## src/design/cipu_pkg.sv

```systemverilog
// Shared types and codes for the CPU image pixel unpacker.
// No dependencies; used by every cipu_* module and the top level.
package cipu_pkg;

   localparam int AddrWidth = 5;

   // Command codes carried in the request transaction.
   localparam logic CMD_START = 1'b0;
   localparam logic CMD_DATA  = 1'b1;

   // Pixel format codes.
   localparam logic [1:0] FMT_8BPP  = 2'd0;
   localparam logic [1:0] FMT_16BPP = 2'd1;
   localparam logic [1:0] FMT_32BPP = 2'd2;
   localparam logic [1:0] FMT_NONE  = 2'd3;

   // Register indexes (byte address = 4 * index).
   localparam logic [2:0] REG_ORIGIN_X     = 3'd0;
   localparam logic [2:0] REG_ORIGIN_Y     = 3'd1;
   localparam logic [2:0] REG_OUT_WIDTH    = 3'd2;
   localparam logic [2:0] REG_IN_WIDTH     = 3'd3;
   localparam logic [2:0] REG_PIXEL_FORMAT = 3'd4;

   localparam logic [1:0] LAST_SLOT_8BPP  = 2'd3;
   localparam logic [1:0] LAST_SLOT_16BPP = 2'd1;

   typedef struct packed {
      logic        cmd;
      logic [31:0] data_word;
   } req_type;

   typedef struct packed {
      logic [15:0] pixel_x;
      logic [15:0] pixel_y;
      logic [31:0] pixel_value;
      logic        write_enable;
      logic        last;
   } rsp_type;

   typedef struct packed {
      logic [15:0] origin_x;
      logic [15:0] origin_y;
      logic [15:0] out_width;
      logic [15:0] in_width;
      logic [1:0]  pixel_format;
   } config_type;

   // Current slot presented by the slicer to the rest of the block.
   typedef struct packed {
      logic        active;   // a transaction is held
      logic        start;    // held transaction is a start command
      logic        emit;     // held transaction produces a pixel this slot
      logic        last;     // this slot is the final one of the word
      logic [31:0] value;    // unpacked pixel value
   } slot_type;

endpackage

```

## src/design/cipu_csr.sv

```systemverilog
// Configuration register file with APB-style access.
// Depends on cipu_pkg.
module cipu_csr (
   input  logic                             clock,
   input  logic                             reset,
   input  logic                             csr_psel,
   input  logic                             csr_penable,
   input  logic                             csr_pwrite,
   input  logic [cipu_pkg::AddrWidth-1:0]   csr_paddr,
   input  logic [31:0]                      csr_pwdata,
   output logic [31:0]                      csr_prdata,
   output logic                             csr_pready,
   output cipu_pkg::config_type             cfg
);

   cipu_pkg::config_type cfg_ff, cfg_in;
   logic [2:0] index;
   logic       wr;

   assign index      = csr_paddr[cipu_pkg::AddrWidth-1:2];
   assign wr         = csr_psel && csr_penable && csr_pwrite;
   assign csr_pready = 1'b1;
   assign cfg        = cfg_ff;

   always_comb begin
      cfg_in = cfg_ff;
      if (wr) begin
         case (index)
            cipu_pkg::REG_ORIGIN_X:     cfg_in.origin_x     = csr_pwdata[15:0];
            cipu_pkg::REG_ORIGIN_Y:     cfg_in.origin_y     = csr_pwdata[15:0];
            cipu_pkg::REG_OUT_WIDTH:    cfg_in.out_width    = csr_pwdata[15:0];
            cipu_pkg::REG_IN_WIDTH:     cfg_in.in_width     = csr_pwdata[15:0];
            cipu_pkg::REG_PIXEL_FORMAT: cfg_in.pixel_format = csr_pwdata[1:0];
            default: ;
         endcase
      end
   end

   always_comb begin
      case (index)
         cipu_pkg::REG_ORIGIN_X:     csr_prdata = {16'd0, cfg_ff.origin_x};
         cipu_pkg::REG_ORIGIN_Y:     csr_prdata = {16'd0, cfg_ff.origin_y};
         cipu_pkg::REG_OUT_WIDTH:    csr_prdata = {16'd0, cfg_ff.out_width};
         cipu_pkg::REG_IN_WIDTH:     csr_prdata = {16'd0, cfg_ff.in_width};
         cipu_pkg::REG_PIXEL_FORMAT: csr_prdata = {30'd0, cfg_ff.pixel_format};
         default:                    csr_prdata = 32'd0;
      endcase
   end

   always_ff @(posedge clock) begin
      if (reset) begin
         cfg_ff <= '0;
      end else begin
         cfg_ff <= cfg_in;
      end
   end

endmodule

```

## src/design/cipu_slicer.sv

```systemverilog
// Input register and slot counter: splits a held data word into pixel slots.
// Depends on cipu_pkg.
module cipu_slicer (
   input  logic                  clock,
   input  logic                  reset,
   input  logic                  req_valid,
   output logic                  req_stall,
   input  cipu_pkg::req_type     req_data,
   input  logic [1:0]            pixel_format,
   input  logic                  out_free,   // result register can load this cycle
   output cipu_pkg::slot_type    slot,
   output logic                  fire        // held slot is processed this cycle
);

   logic        hold_valid_ff, hold_valid_in;
   logic        hold_cmd_ff, hold_cmd_in;
   logic [31:0] hold_word_ff, hold_word_in;
   logic [1:0]  slot_ff, slot_in;
   logic        consume;

   always_comb begin
      slot.active = hold_valid_ff;
      slot.start  = hold_valid_ff && (hold_cmd_ff == cipu_pkg::CMD_START);
      slot.emit   = hold_valid_ff && (hold_cmd_ff == cipu_pkg::CMD_DATA)
                    && (pixel_format != cipu_pkg::FMT_NONE);
      case (pixel_format)
         cipu_pkg::FMT_8BPP: begin
            slot.value = {24'd0, hold_word_ff[8*slot_ff +: 8]};
            slot.last  = (slot_ff == cipu_pkg::LAST_SLOT_8BPP);
         end
         cipu_pkg::FMT_16BPP: begin
            slot.value = {16'd0, hold_word_ff[16*slot_ff[0] +: 16]};
            slot.last  = (slot_ff[0] == cipu_pkg::LAST_SLOT_16BPP[0]);
         end
         default: begin
            slot.value = hold_word_ff;
            slot.last  = 1'b1;
         end
      endcase
   end

   assign fire      = hold_valid_ff && out_free;
   assign consume   = slot.start || !slot.emit || slot.last;
   assign req_stall = hold_valid_ff && !(fire && consume);

   always_comb begin
      hold_valid_in = hold_valid_ff;
      hold_cmd_in   = hold_cmd_ff;
      hold_word_in  = hold_word_ff;
      slot_in       = slot_ff;
      if (!req_stall) begin
         hold_valid_in = req_valid;
         hold_cmd_in   = req_data.cmd;
         hold_word_in  = req_data.data_word;
         slot_in       = 2'd0;
      end else if (fire) begin
         slot_in = slot_ff + 2'd1;
      end
   end

   always_ff @(posedge clock) begin
      if (reset) begin
         hold_valid_ff <= 1'b0;
         slot_ff       <= 2'd0;
      end else begin
         hold_valid_ff <= hold_valid_in;
         slot_ff       <= slot_in;
      end
      hold_cmd_ff  <= hold_cmd_in;
      hold_word_ff <= hold_word_in;
   end

endmodule

```

## src/design/cipu_position.sv

```systemverilog
// Raster position tracker: current column/row, clip test and line wrap.
// Depends on cipu_pkg.
module cipu_position (
   input  logic                  clock,
   input  logic                  reset,
   input  cipu_pkg::config_type  cfg,
   input  cipu_pkg::slot_type    slot,
   input  logic                  fire,
   output logic [15:0]           pixel_x,
   output logic [15:0]           pixel_y,
   output logic                  write_enable
);

   logic [15:0] cur_x_ff, cur_x_in;
   logic [15:0] cur_y_ff, cur_y_in;
   logic [15:0] next_x, clip_x, rel_x;
   logic        wrap;

   assign clip_x       = cfg.origin_x + cfg.out_width;
   assign write_enable = cur_x_ff < clip_x;
   assign pixel_x      = cur_x_ff;
   assign pixel_y      = cur_y_ff;

   // Left of the origin the distance is huge, so the row always wraps.
   assign next_x = cur_x_ff + 16'd1;
   assign rel_x  = next_x - cfg.origin_x;
   assign wrap   = (next_x < cfg.origin_x) || (rel_x >= cfg.in_width);

   always_comb begin
      cur_x_in = cur_x_ff;
      cur_y_in = cur_y_ff;
      if (fire && slot.start) begin
         cur_x_in = cfg.origin_x;
         cur_y_in = cfg.origin_y;
      end else if (fire && slot.emit) begin
         if (wrap) begin
            cur_x_in = cfg.origin_x;
            cur_y_in = cur_y_ff + 16'd1;
         end else begin
            cur_x_in = next_x;
         end
      end
   end

   always_ff @(posedge clock) begin
      if (reset) begin
         cur_x_ff <= 16'd0;
         cur_y_ff <= 16'd0;
      end else begin
         cur_x_ff <= cur_x_in;
         cur_y_ff <= cur_y_in;
      end
   end

endmodule

```

## src/design/cpu_image_pixel_unpacker.sv

```systemverilog
// Top level of the CPU image pixel unpacker: registers, slicer, position, result register.
// Depends on cipu_pkg, cipu_csr, cipu_slicer and cipu_position.
//
// Usage:
//  - req channel (valid/stall): one transaction is a start command (cmd 0), which
//    moves the position to (origin_x, origin_y), or a 32-bit data word (cmd 1).
//  - rsp channel (valid/stall): one transaction per pixel slot, with column, row,
//    value, write enable (clip test) and a last flag on the word's final slot.
//  - csr port: APB-style, registers at byte addresses 0,4,8,12,16; write only
//    while the block is idle. pready is tied high.
// Timing:
//  - An accepted transaction sits in the input register, from which its pixels pass
//    to the rsp register, one pixel per cycle while rsp is not stalled.
//  - A data word is cut into 4 slots at 8 bpp, 2 at 16 bpp and 1 at 32 bpp;
//    start commands and words in the unsupported format take a single slot and
//    give no pixel. The next transaction is taken in the cycle the last slot
//    leaves.
//  - A stalled result holds in the rsp register and freezes the slicer, which in
//    turn stalls req once its input register is full.
// Reset clears the registers, the position and both valid flags.
module cpu_image_pixel_unpacker (
   input  logic                            clock,
   input  logic                            reset,
   input  logic                            req_valid,
   output logic                            req_stall,
   input  cipu_pkg::req_type               req_data,
   output logic                            rsp_valid,
   input  logic                            rsp_stall,
   output cipu_pkg::rsp_type               rsp_data,
   input  logic                            csr_psel,
   input  logic                            csr_penable,
   input  logic                            csr_pwrite,
   input  logic [cipu_pkg::AddrWidth-1:0]  csr_paddr,
   input  logic [31:0]                     csr_pwdata,
   output logic [31:0]                     csr_prdata,
   output logic                            csr_pready
);

   cipu_pkg::config_type cfg;
   cipu_pkg::slot_type   slot;
   cipu_pkg::rsp_type    rsp_data_ff, rsp_data_in;
   logic                 rsp_valid_ff, rsp_valid_in;
   logic                 out_free, fire, out_load;
   logic [15:0]          pos_x, pos_y;
   logic                 pos_we;

   cipu_csr u_csr (
      .clock       (clock),
      .reset       (reset),
      .csr_psel    (csr_psel),
      .csr_penable (csr_penable),
      .csr_pwrite  (csr_pwrite),
      .csr_paddr   (csr_paddr),
      .csr_pwdata  (csr_pwdata),
      .csr_prdata  (csr_prdata),
      .csr_pready  (csr_pready),
      .cfg         (cfg)
   );

   // Result register is free when empty or being drained this cycle.
   assign out_free = !rsp_valid_ff || !rsp_stall;

   cipu_slicer u_slicer (
      .clock        (clock),
      .reset        (reset),
      .req_valid    (req_valid),
      .req_stall    (req_stall),
      .req_data     (req_data),
      .pixel_format (cfg.pixel_format),
      .out_free     (out_free),
      .slot         (slot),
      .fire         (fire)
   );

   cipu_position u_position (
      .clock        (clock),
      .reset        (reset),
      .cfg          (cfg),
      .slot         (slot),
      .fire         (fire),
      .pixel_x      (pos_x),
      .pixel_y      (pos_y),
      .write_enable (pos_we)
   );

   assign out_load = fire && slot.emit;

   always_comb begin
      rsp_data_in  = rsp_data_ff;
      rsp_valid_in = rsp_valid_ff;
      if (out_load) begin
         rsp_valid_in             = 1'b1;
         rsp_data_in.pixel_x      = pos_x;
         rsp_data_in.pixel_y      = pos_y;
         rsp_data_in.pixel_value  = slot.value;
         rsp_data_in.write_enable = pos_we;
         rsp_data_in.last         = slot.last;
      end else if (!rsp_stall) begin
         rsp_valid_in = 1'b0;
      end
   end

   always_ff @(posedge clock) begin
      if (reset) begin
         rsp_valid_ff <= 1'b0;
      end else begin
         rsp_valid_ff <= rsp_valid_in;
      end
      rsp_data_ff <= rsp_data_in;
   end

   assign rsp_valid = rsp_valid_ff;
   assign rsp_data  = rsp_data_ff;

`ifndef SYNTHESIS
   // A stalled result is never overwritten by a new pixel.
   a_no_overwrite: assert property (@(posedge clock) disable iff (reset)
      (rsp_valid_ff && rsp_stall) |-> !out_load)
      else $error("result register overwritten while stalled");

   // Pixels come only from data words in a supported format.
   a_emit_format: assert property (@(posedge clock) disable iff (reset)
      slot.emit |-> (cfg.pixel_format != cipu_pkg::FMT_NONE) && !slot.start)
      else $error("pixel slot from start command or unsupported format");

   // Input is taken only when the held transaction is done or absent.
   a_accept_free: assert property (@(posedge clock) disable iff (reset)
      (req_valid && !req_stall && slot.active) |-> fire)
      else $error("new transaction accepted over a busy input register");
`endif

endmodule

```

## config.mk

```make
export PLATFORM = sky130hd
export DESIGN_NAME = cpu_image_pixel_unpacker
export DESIGN_NICKNAME = d
export VERILOG_FILES = /design/src/design/cipu_pkg.sv /design/src/design/cipu_csr.sv /design/src/design/cipu_slicer.sv /design/src/design/cipu_position.sv /design/src/design/cpu_image_pixel_unpacker.sv
export SDC_FILE = /design/constraint.sdc
export NUM_CORES = 1
export LEC_CHECK = 0
export BUFFER_PORTS_ARGS = -buffer_cell sky130_fd_sc_hd__buf_4
export CAP_MARGIN = 10
export CELL_PAD_IN_SITES_DETAIL_PLACEMENT = 1
export CELL_PAD_IN_SITES_GLOBAL_PLACEMENT = 1
export CORE_MARGIN = 3
export CORE_UTILIZATION = 44
export CTS_CLUSTER_DIAMETER = 30
export DETAILED_ROUTE_END_ITERATION = 6
export HOLD_SLACK_MARGIN = 0.03
export MAX_ROUTING_LAYER = met4
export PLACE_DENSITY = 0.89
export SYNTH_ARGS = -nofsm -noshare
export SYNTH_HDL_FRONTEND = slang
export SYNTH_SLANG_ARGS = --single-unit
export TNS_END_PERCENT = 50
```

## constraint.sdc

```tcl
create_clock -name clock -period 5.6 [get_ports clock]
set_input_delay 1.4 -clock clock [delete_from_list [all_inputs] [get_ports clock]]
set_output_delay 1.4 -clock clock [all_outputs]
set_load 0.05 [all_outputs]
```

==> results.md, run 1 <==
* Root Buffer: clkbuf_16
* Vias at 10335
* Commonest non-fill, non-tap cell in the layout: nand2_1
* Inst Count DP at 1573
* Initial antenna violation count at 0
* Boundary Pins at 178
* Total CTS buffers at 47
* Synthesized cell area at 11100 sq um
* GRT Resource Usage Total at 0.307
* H-tree depth at 2
* Syn Area/Cell at slightly below 10 sq um
* Largest net degree at the start of global routing at 70
* Slew @ Worst Pin at 1.17 ns
* Post-route ant nets at 0
* Final Max Slew Viols at 0
* Max-cap violations at 0
* Worst-case clock buffer depth at 3
* WP data arrival at 5.77 ns
* FFs w/ async S/R, synth at 0
* Post-synth cell types at 72
* Worst-path clk slew at 0.05 ns
* Area of the multi-input gates at 5620 sq um
* Register area share after synthesis at 0.451
* Finished Layout Cells at 1662
* Critical-path cell list: ha_1 > and3_1 > nand3_1 > xnor2_2 > ha_1 > or2_2 > a31oi_2 > o31ai_1 > or3_1 > a31oi_1 > xnor2_1 > ha_1 > nand4_2 > nor2_1 > a2111o_1 > a311o_1 > buf_4 > a2111oi_2 > buf_4 > o211ai_1 > o311ai_0
* Critical path peak fanout at 5
* Gpl congestion at 0.892
* Critical Path Max Stage Delay at 0.44 ns
* Clock Skew at 0.0313 ns
* Worst setup EP type: flip-flop
* Power Density at 371 nW/um^2
* DRC viols at 0
* Fraction of layout cells with a size suffix above 1 at 0.224
* Max Fclk at 0.187 GHz
* Detailed Route WL at 41.4 mm
* First-pass GRT wire length at 63.1 mm
* Period Utilization, post-route at 0.955
* Post-synthesis cell count at 1149
* Number of global-route vias before repair at 10912
* CP startpoint kind: flip-flop
* Critical Path Most Common Cell: ha_1
* IR drop worst, VDD at 0.341 mV
* Die X at 165 microns
* Area Growth Syn to Fin at 26.8%
* Sink Count at 201
* DIE AREA at 27200 sq um
* Seq. cell area at 5020 sq um
* Status: completed
* Crit path kind: flip-flop to flip-flop
* Detailed Route Iter0 Violations at roughly 950
* Crit path from: u_position.pixel_x[0]$_SDFFE_PP0P_
* Die Y at 165 microns
* Drt pass-1 iters at 5
* FILL cells at 2685
* Routed vias/inst at 6.22
* Antenna cells at 0
* Synth Warn # at 0
* Nets at 1445
* Port bufs at 142
* # setup viols final at 0
* TNS Setup at 0 ns
* Slew HR at 0.221
* GRT overflow at 0
* Insertion delay to the later sink of the worst-skew pair at around 0.57 ns
* WL per Instance at between 20 and 25 microns
* Final min period at 5.35 ns
* Hold Slack at 0.475 ns
* Row count at 57
* Leak at 5.58 nW
* Prevailing post-synth register cell: dfxtp_1
* Post-synthesis register bit count at 201
* Final hold vios at 0
* Post-DP HPWL at 24.9 mm
* Placeable core area at 24600 sq um
* CP delay by family, top: compound AO/OA/AOI/OAI gates
* EDFF count, synth at a little under 100
* Commonest non-fill, non-tap cells in the layout: 184 x nand2_1, 169 x buf_4, 101 x a21oi_1
* Worst Hold Launch: u_csr.cfg[10]$_SDFFE_PP0P_
* Worst R2R Start: u_position.pixel_x[0]$_SDFFE_PP0P_
* Worst EP required at 6.02 ns
* CTS tree: done
* Hold crit path type: flip-flop to flip-flop
* Initial core utilization at 0.452
* Worst Path Buf+Inv at 2
* Slowest-stage cell, CP: a2111oi_2
==> report_power, final <==
part,switching [W],internal (W)
Combinational,0.000555,0.000311
Clock,0.000928,0.00180
Sequential,0.0000423,0.00160
==> layout make-up <==
class | instances | share of cell area
multi-input combinational | 828 | 0.399
sequential | 201 | 0.356
clock buffer | 59 | 0.0901
timing repair buffer | 169 | 0.0899
tap | 324 | 0.0287
clock inverter | 28 | 0.0225
inverter | 53 | 0.0145
==> path summary, 6_finish.rpt <==
kind | to | slack, ns | cells after the start
setup / recovery | u_position.pixel_x[2]$_SDFFE_PP0P_ | 0.25 | 21
hold / removal | u_csr.cfg[10]$_SDFFE_PP0P_ | 0.48 | 2
setup reg to reg | u_position.pixel_x[2]$_SDFFE_PP0P_ | 0.25 | 21
hold reg to reg | u_csr.cfg[10]$_SDFFE_PP0P_ | 0.48 | 2
==> state kept, by name, summed over array words and instances, names as in the netlist <==
register                count
rsp_valid                   1
u_position.pixel_x         16
u_position.pixel_y         16
u_slicer.hold_valid_ff      1
u_slicer.hold_word_ff      32
u_slicer.slot_ff            2
u_slicer.hold_cmd_ff        1
u_csr.cfg                  66
rsp_data                   66
==> synthesized netlist by cell type (4+ instances only) <==
| library cell | instances | area (sq um) |
|---|---|---|
| mux2i_1 | 6 | 60.1 |
| or2_2 | 6 | 37.5 |
| a31oi_1 | 14 | 87.6 |
| nand4_1 | 14 | 87.6 |
| mux4_2 | 22 | 495 |
| xor2_1 | 18 | 158 |
| buf_4 | 18 | 135 |
| and2_1 | 17 | 106 |
| a22oi_1 | 8 | 60.1 |
| nor4_1 | 6 | 37.5 |
| or3_1 | 6 | 37.5 |
| edfxtp_1 | 99 | 2970 |
| clkbuf_1 | 57 | 214 |
| o311ai_0 | 12 | 105 |
| inv_1 | 51 | 191 |
| o22ai_1 | 10 | 62.6 |
| a211o_1 | 5 | 43.8 |
| ha_1 | 66 | 826 |
| o211ai_1 | 5 | 37.5 |
| o31a_1 | 4 | 35.0 |
| nand2_1 | 184 | 691 |
| a211oi_1 | 16 | 120 |
| a21o_1 | 20 | 150 |
| and3_1 | 12 | 75.1 |
| nor2b_1 | 28 | 175 |
| nand2b_1 | 6 | 37.5 |
| nor2_1 | 40 | 150 |
| o31ai_1 | 12 | 90.1 |
| xnor2_1 | 23 | 201 |
| nor3_1 | 34 | 170 |
| dfxtp_1 | 102 | 2040 |
| a41oi_1 | 9 | 78.8 |
| o21ai_0 | 23 | 115 |
| a21oi_1 | 101 | 505 |
| a2bb2oi_1 | 6 | 52.6 |
| a22o_1 | 8 | 70.1 |
| nand3_1 | 30 | 150 |
==> routing by layer <==
metal,up-vias,part of all wire,wire length [microns],GRT usage
met5,-,0,0,-
met4,0,0.048,1990,0.133
met3,158,0.077,3190,0.0554
met2,566,0.50,20600,0.516
met1,5116,0.38,15600,0.360
li1,4495,-,-,-
==> worst reg2reg max path, delay by kind of cell (launching register included) <==
family | cells | cell delay, ns
buffers and inverters | 2 | 0.35
DFF | 1 | 0.40
adders and majority gates | 3 | 0.82
xor gates and xnor gates | 2 | 0.32
AOI/OAI and AO/OA | 8 | 2.07
and+or+nand+nor | 6 | 1.24
==> through the flow <==
step                      power, W  utilization  setup slack (ns)  area (sq um)
final                      0.00523        0.573             0.250         14100
after global routing       0.00539        0.573           -0.0223         14100
after CTS                  0.00522        0.571            0.0346         14100
after detailed placement   0.00247        0.507             0.118         12500
after global placement     0.00244        0.507             0.263         12500
after floorplan            0.00220            -             0.781         11200
==> cells by family after synthesis <==
| family | count (synthesis) | share of synthesized area |
|---|---|---|
| compound gates | 277 | 0.166 |
| xor+xnor | 41 | 0.0323 |
| fa+ha+maj | 68 | 0.0778 |
| buf+inv | 135 | 0.0537 |
| flops | 201 | 0.451 |
| mux | 30 | 0.0519 |
| other cells | 2 | 0.000675 |
| simple gates | 395 | 0.167 |
==> repair_timing <==
item | 4_1_cts | 5_1_grt
hold buffers | 0 | 0
setup endpoints to repair | 1 | 26
buffers inserted | 0 | 2
pin swaps | 0 | 1
gates resized for setup | 1 | 8
cloned | 0 | 0
(Power assumes the default switching activity.)
==> run 2: changes to the inputs <==
--- a/config.mk
+++ b/config.mk
@@ -9,7 +9,7 @@
 export CAP_MARGIN = 10
 export CELL_PAD_IN_SITES_DETAIL_PLACEMENT = 1
 export CELL_PAD_IN_SITES_GLOBAL_PLACEMENT = 1
-export CORE_MARGIN = 3
+export CORE_MARGIN = 1
 export CORE_UTILIZATION = 44
 export CTS_CLUSTER_DIAMETER = 30
 export DETAILED_ROUTE_END_ITERATION = 6
==> constraint.sdc (replaced) <==
create_clock -name clock -period 5.2 [get_ports clock]
set_input_delay 1.3 -clock clock [delete_from_list [all_inputs] [get_ports clock]]
set_output_delay 1.3 -clock clock [all_outputs]
set_load 0.05 [all_outputs]
==> run 2 against run 1 <==
Compared with the run above:
- the run now ends with setup timing left
- critical path type unchanged
- clock power increased by 8.8%
- combinational power increased by 26%
- non-clock buffer count increased by 9
- wire length increased by 1.1%
- hold slack got worse by 0.019 ns
- via count increased by 2.1%
- clock-buffer cell count decreased by 9
- final cell count increased by 0.12%
- die area decreased by 4.8%
- worst setup slack got worse by 0.30 ns
- sequential power increased by 7%
==> results.md, run 2 (synthesis gave the netlist of run 1 again) <==
* Area Growth Syn to Fin at 28.3%
* Fraction of layout cells with a size suffix above 1 at 0.240 (+0.0161)
* Detailed Route WL at 41.8 mm (+1.1%)
* TNS Setup at -0.149 ns (-0.149 ns)
* Worst setup margin at -0.0515 ns (-0.301 ns)
* Setup WS pre-CTS at -0.0386 ns (-0.157 ns)
* Initial core utilization at 0.454 (+0.00131)
* H-tree depth at 2 (unchanged)
* Post-DP Area at 12500 sq um (+0.62%)
* Power Density at 407 nW/um^2 (+9.7%)
* Nets at 1450 (+0.35%)
* Area of the multi-input gates at 5730 sq um (+1.8%)
* Initial antenna violation count at 0 (unchanged)
* CTS tree: done
* Routed vias/inst at 6.34 (+1.9%)
* Final Max Slew Viols at 0 (unchanged)
* Clock Skew at 0.0278 ns (-0.00344 ns)
* Drt pass-1 iters at 5 (unchanged)
* Critical path peak fanout at 17 (+12)
* Status: finished with violations
* Total chip power at 0.00581 W (+11%)
* Post-DP HPWL at 25.0 mm (+0.45%)
* DIE AREA at 25900 sq um (-4.8%)
* Crit path kind: flip-flop to flip-flop
* Boundary Pins at 178 (unchanged)
* Placeable core area at 24500 sq um (-0.29%)
* Row count at 57 (unchanged)
* IR drop worst, VDD at 0.285 mV (-16%)
* Commonest non-fill, non-tap cell in the layout: nand2_1
* Seq. cell area at 5020 sq um (about the same)
* Detailed Route Iter0 Violations at 1001 (+5.5%)
* Failing checks: setup timing
* FILL cells at 2685 (unchanged)
* Worst setup EP type: flip-flop
* M3 GR Usage at 0.0537 (-0.00176)
* Gpl congestion at 0.862 (-3.4%)
* Commonest non-fill, non-tap cells in the layout: 182 x nand2_1, 175 x buf_4, 101 x a21oi_1
* Max-cap violations at 0 (unchanged)
* Leak at 5.64 nW (+1.1%)
* GRT Resource Usage Total at 0.321 (+0.0138)
* GR Layer Usage met1 at 0.377 (+0.0168)
* Sink Count at 201 (unchanged)
* Vias at 10548 (+2.1%)
* Post-route ant nets at 0 (unchanged)
* GR Util met2 at 0.528 (+0.0118)
* Hold crit path type: flip-flop to flip-flop
* GR peak layer: met2
* Fin util at 0.582 (+0.00875)
* Worst EP required at 5.62 ns (-0.40 ns)
* Antenna cells at 0 (unchanged)
* Worst-path clk slew at 0.05 ns (about the same)
* WP data arrival at 5.67 ns (-0.10 ns)
* Slew HR at 0.224 (+0.00260)
* Die Y at 161 microns (-2.4%)
* Insertion delay to the later sink of the worst-skew pair at 0.56 ns (about the same)
* Root Buffer: clkbuf_16
* GRT overflow at 0 (unchanged)
* Worst-case clock buffer depth at 3 (unchanged)
* Largest net degree at the start of global routing at 99 (+41%)
* Port bufs at 142 (unchanged)
* DRC viols at 0 (unchanged)
* Fin area at 14300 sq um (+1.2%)
* Final min period at 5.25 ns (-0.0987 ns)
* # setup viols final at 4 (+4)
* Period Utilization, post-route at 1.01 (+0.0545)
* Total CTS buffers at 43 (-8.5%)
* WL per Instance at 25.1 microns (+0.96%)
* Die X at 161 microns (-2.4%)
* Slew @ Worst Pin at 1.16 ns (-0.00389 ns)
* First-pass GRT wire length at 62.6 mm (-0.79%)
* Final hold vios at 0 (unchanged)
* Number of global-route vias before repair at 10963 (+0.47%)
* Max Fclk at 0.190 GHz (+1.9%)
* CP startpoint kind: flip-flop
## run 2: path summary, 6_finish.rpt
path / slack (ns) / startpoint / endpoint / cells after the start
max: -0.05 / u_position.pixel_x[0]$_SDFFE_PP0P_ / u_position.pixel_y[9]$_SDFFE_PP0P_ / 20
min: 0.46 / u_position.pixel_y[9]$_SDFFE_PP0P_ / rsp_data[43]$_DFFE_PP_ / 0
max reg2reg: -0.05 / u_position.pixel_x[0]$_SDFFE_PP0P_ / u_position.pixel_y[9]$_SDFFE_PP0P_ / 20
min reg2reg: 0.46 / u_position.pixel_y[9]$_SDFFE_PP0P_ / rsp_data[43]$_DFFE_PP_ / 0
## run 2: layout make-up
cell class,instances,area share
Timing Repair Buffer,178,0.0962
Inverter,53,0.0143
Clock inverter,30,0.0288
Sequential cell,201,0.351
Tap cell,324,0.0284
Clock buffer,50,0.0800
Multi-Input combinational cell,828,0.401
## run 2: routing by layer
layer,up-vias,wire [microns]
met5,-,0
met4,0,2460
met3,200,3030
met2,592,20500
met1,5264,15900
li1,4492,-
## run 2: timing repair
item	in CTS	in global routing
setup endpoints to repair	22	32
resized for setup	12	18
buffers inserted	1	3
pin swaps	1	11
hold buffers	0	0
gates cloned	0	0
## run 2: per-stage QoR
| stage | hold WS, ns | std cells |
|---|---|---|
| 2_1_floorplan | 0.424 | 1164 |
| 3_3_place_gp | 0.449 | 1580 |
| 3_5_place_dp | 0.455 | 1580 |
| 4_1_cts | 0.464 | 1661 |
| 5_1_grt | 0.472 | 1664 |
| 6_report | 0.456 | 1664 |
## run 2: worst max-delay path, stage by stage, from the launching register on
cell and delay (ns):
dfxtp_2 0.34, ha_2 0.19, and3_4 0.20, nand3_1 0.12
xnor2_2 0.25, ha_1 0.33, or2_2 0.35, a31oi_2 0.26
o31ai_2 0.10, or3_4 0.37, a31oi_4 0.21, xnor2_2 0.10
ha_1 0.34, nand4_2 0.10, nor2_1 0.09, a2111o_1 0.42
a311o_2 0.43, a211oi_4 0.37, buf_12 0.21, nor3_1 0.07
o221a_2 0.28
## run 2: where the power goes
part / switching (W) / internal [W] / total (W)
registers: 0.0000423 / 0.00172 / 0.00176
clock network: 0.000973 / 0.00199 / 0.00296
logic: 0.000666 / 0.000422 / 0.00109
total: 0.00168 / 0.00413 / 0.00581
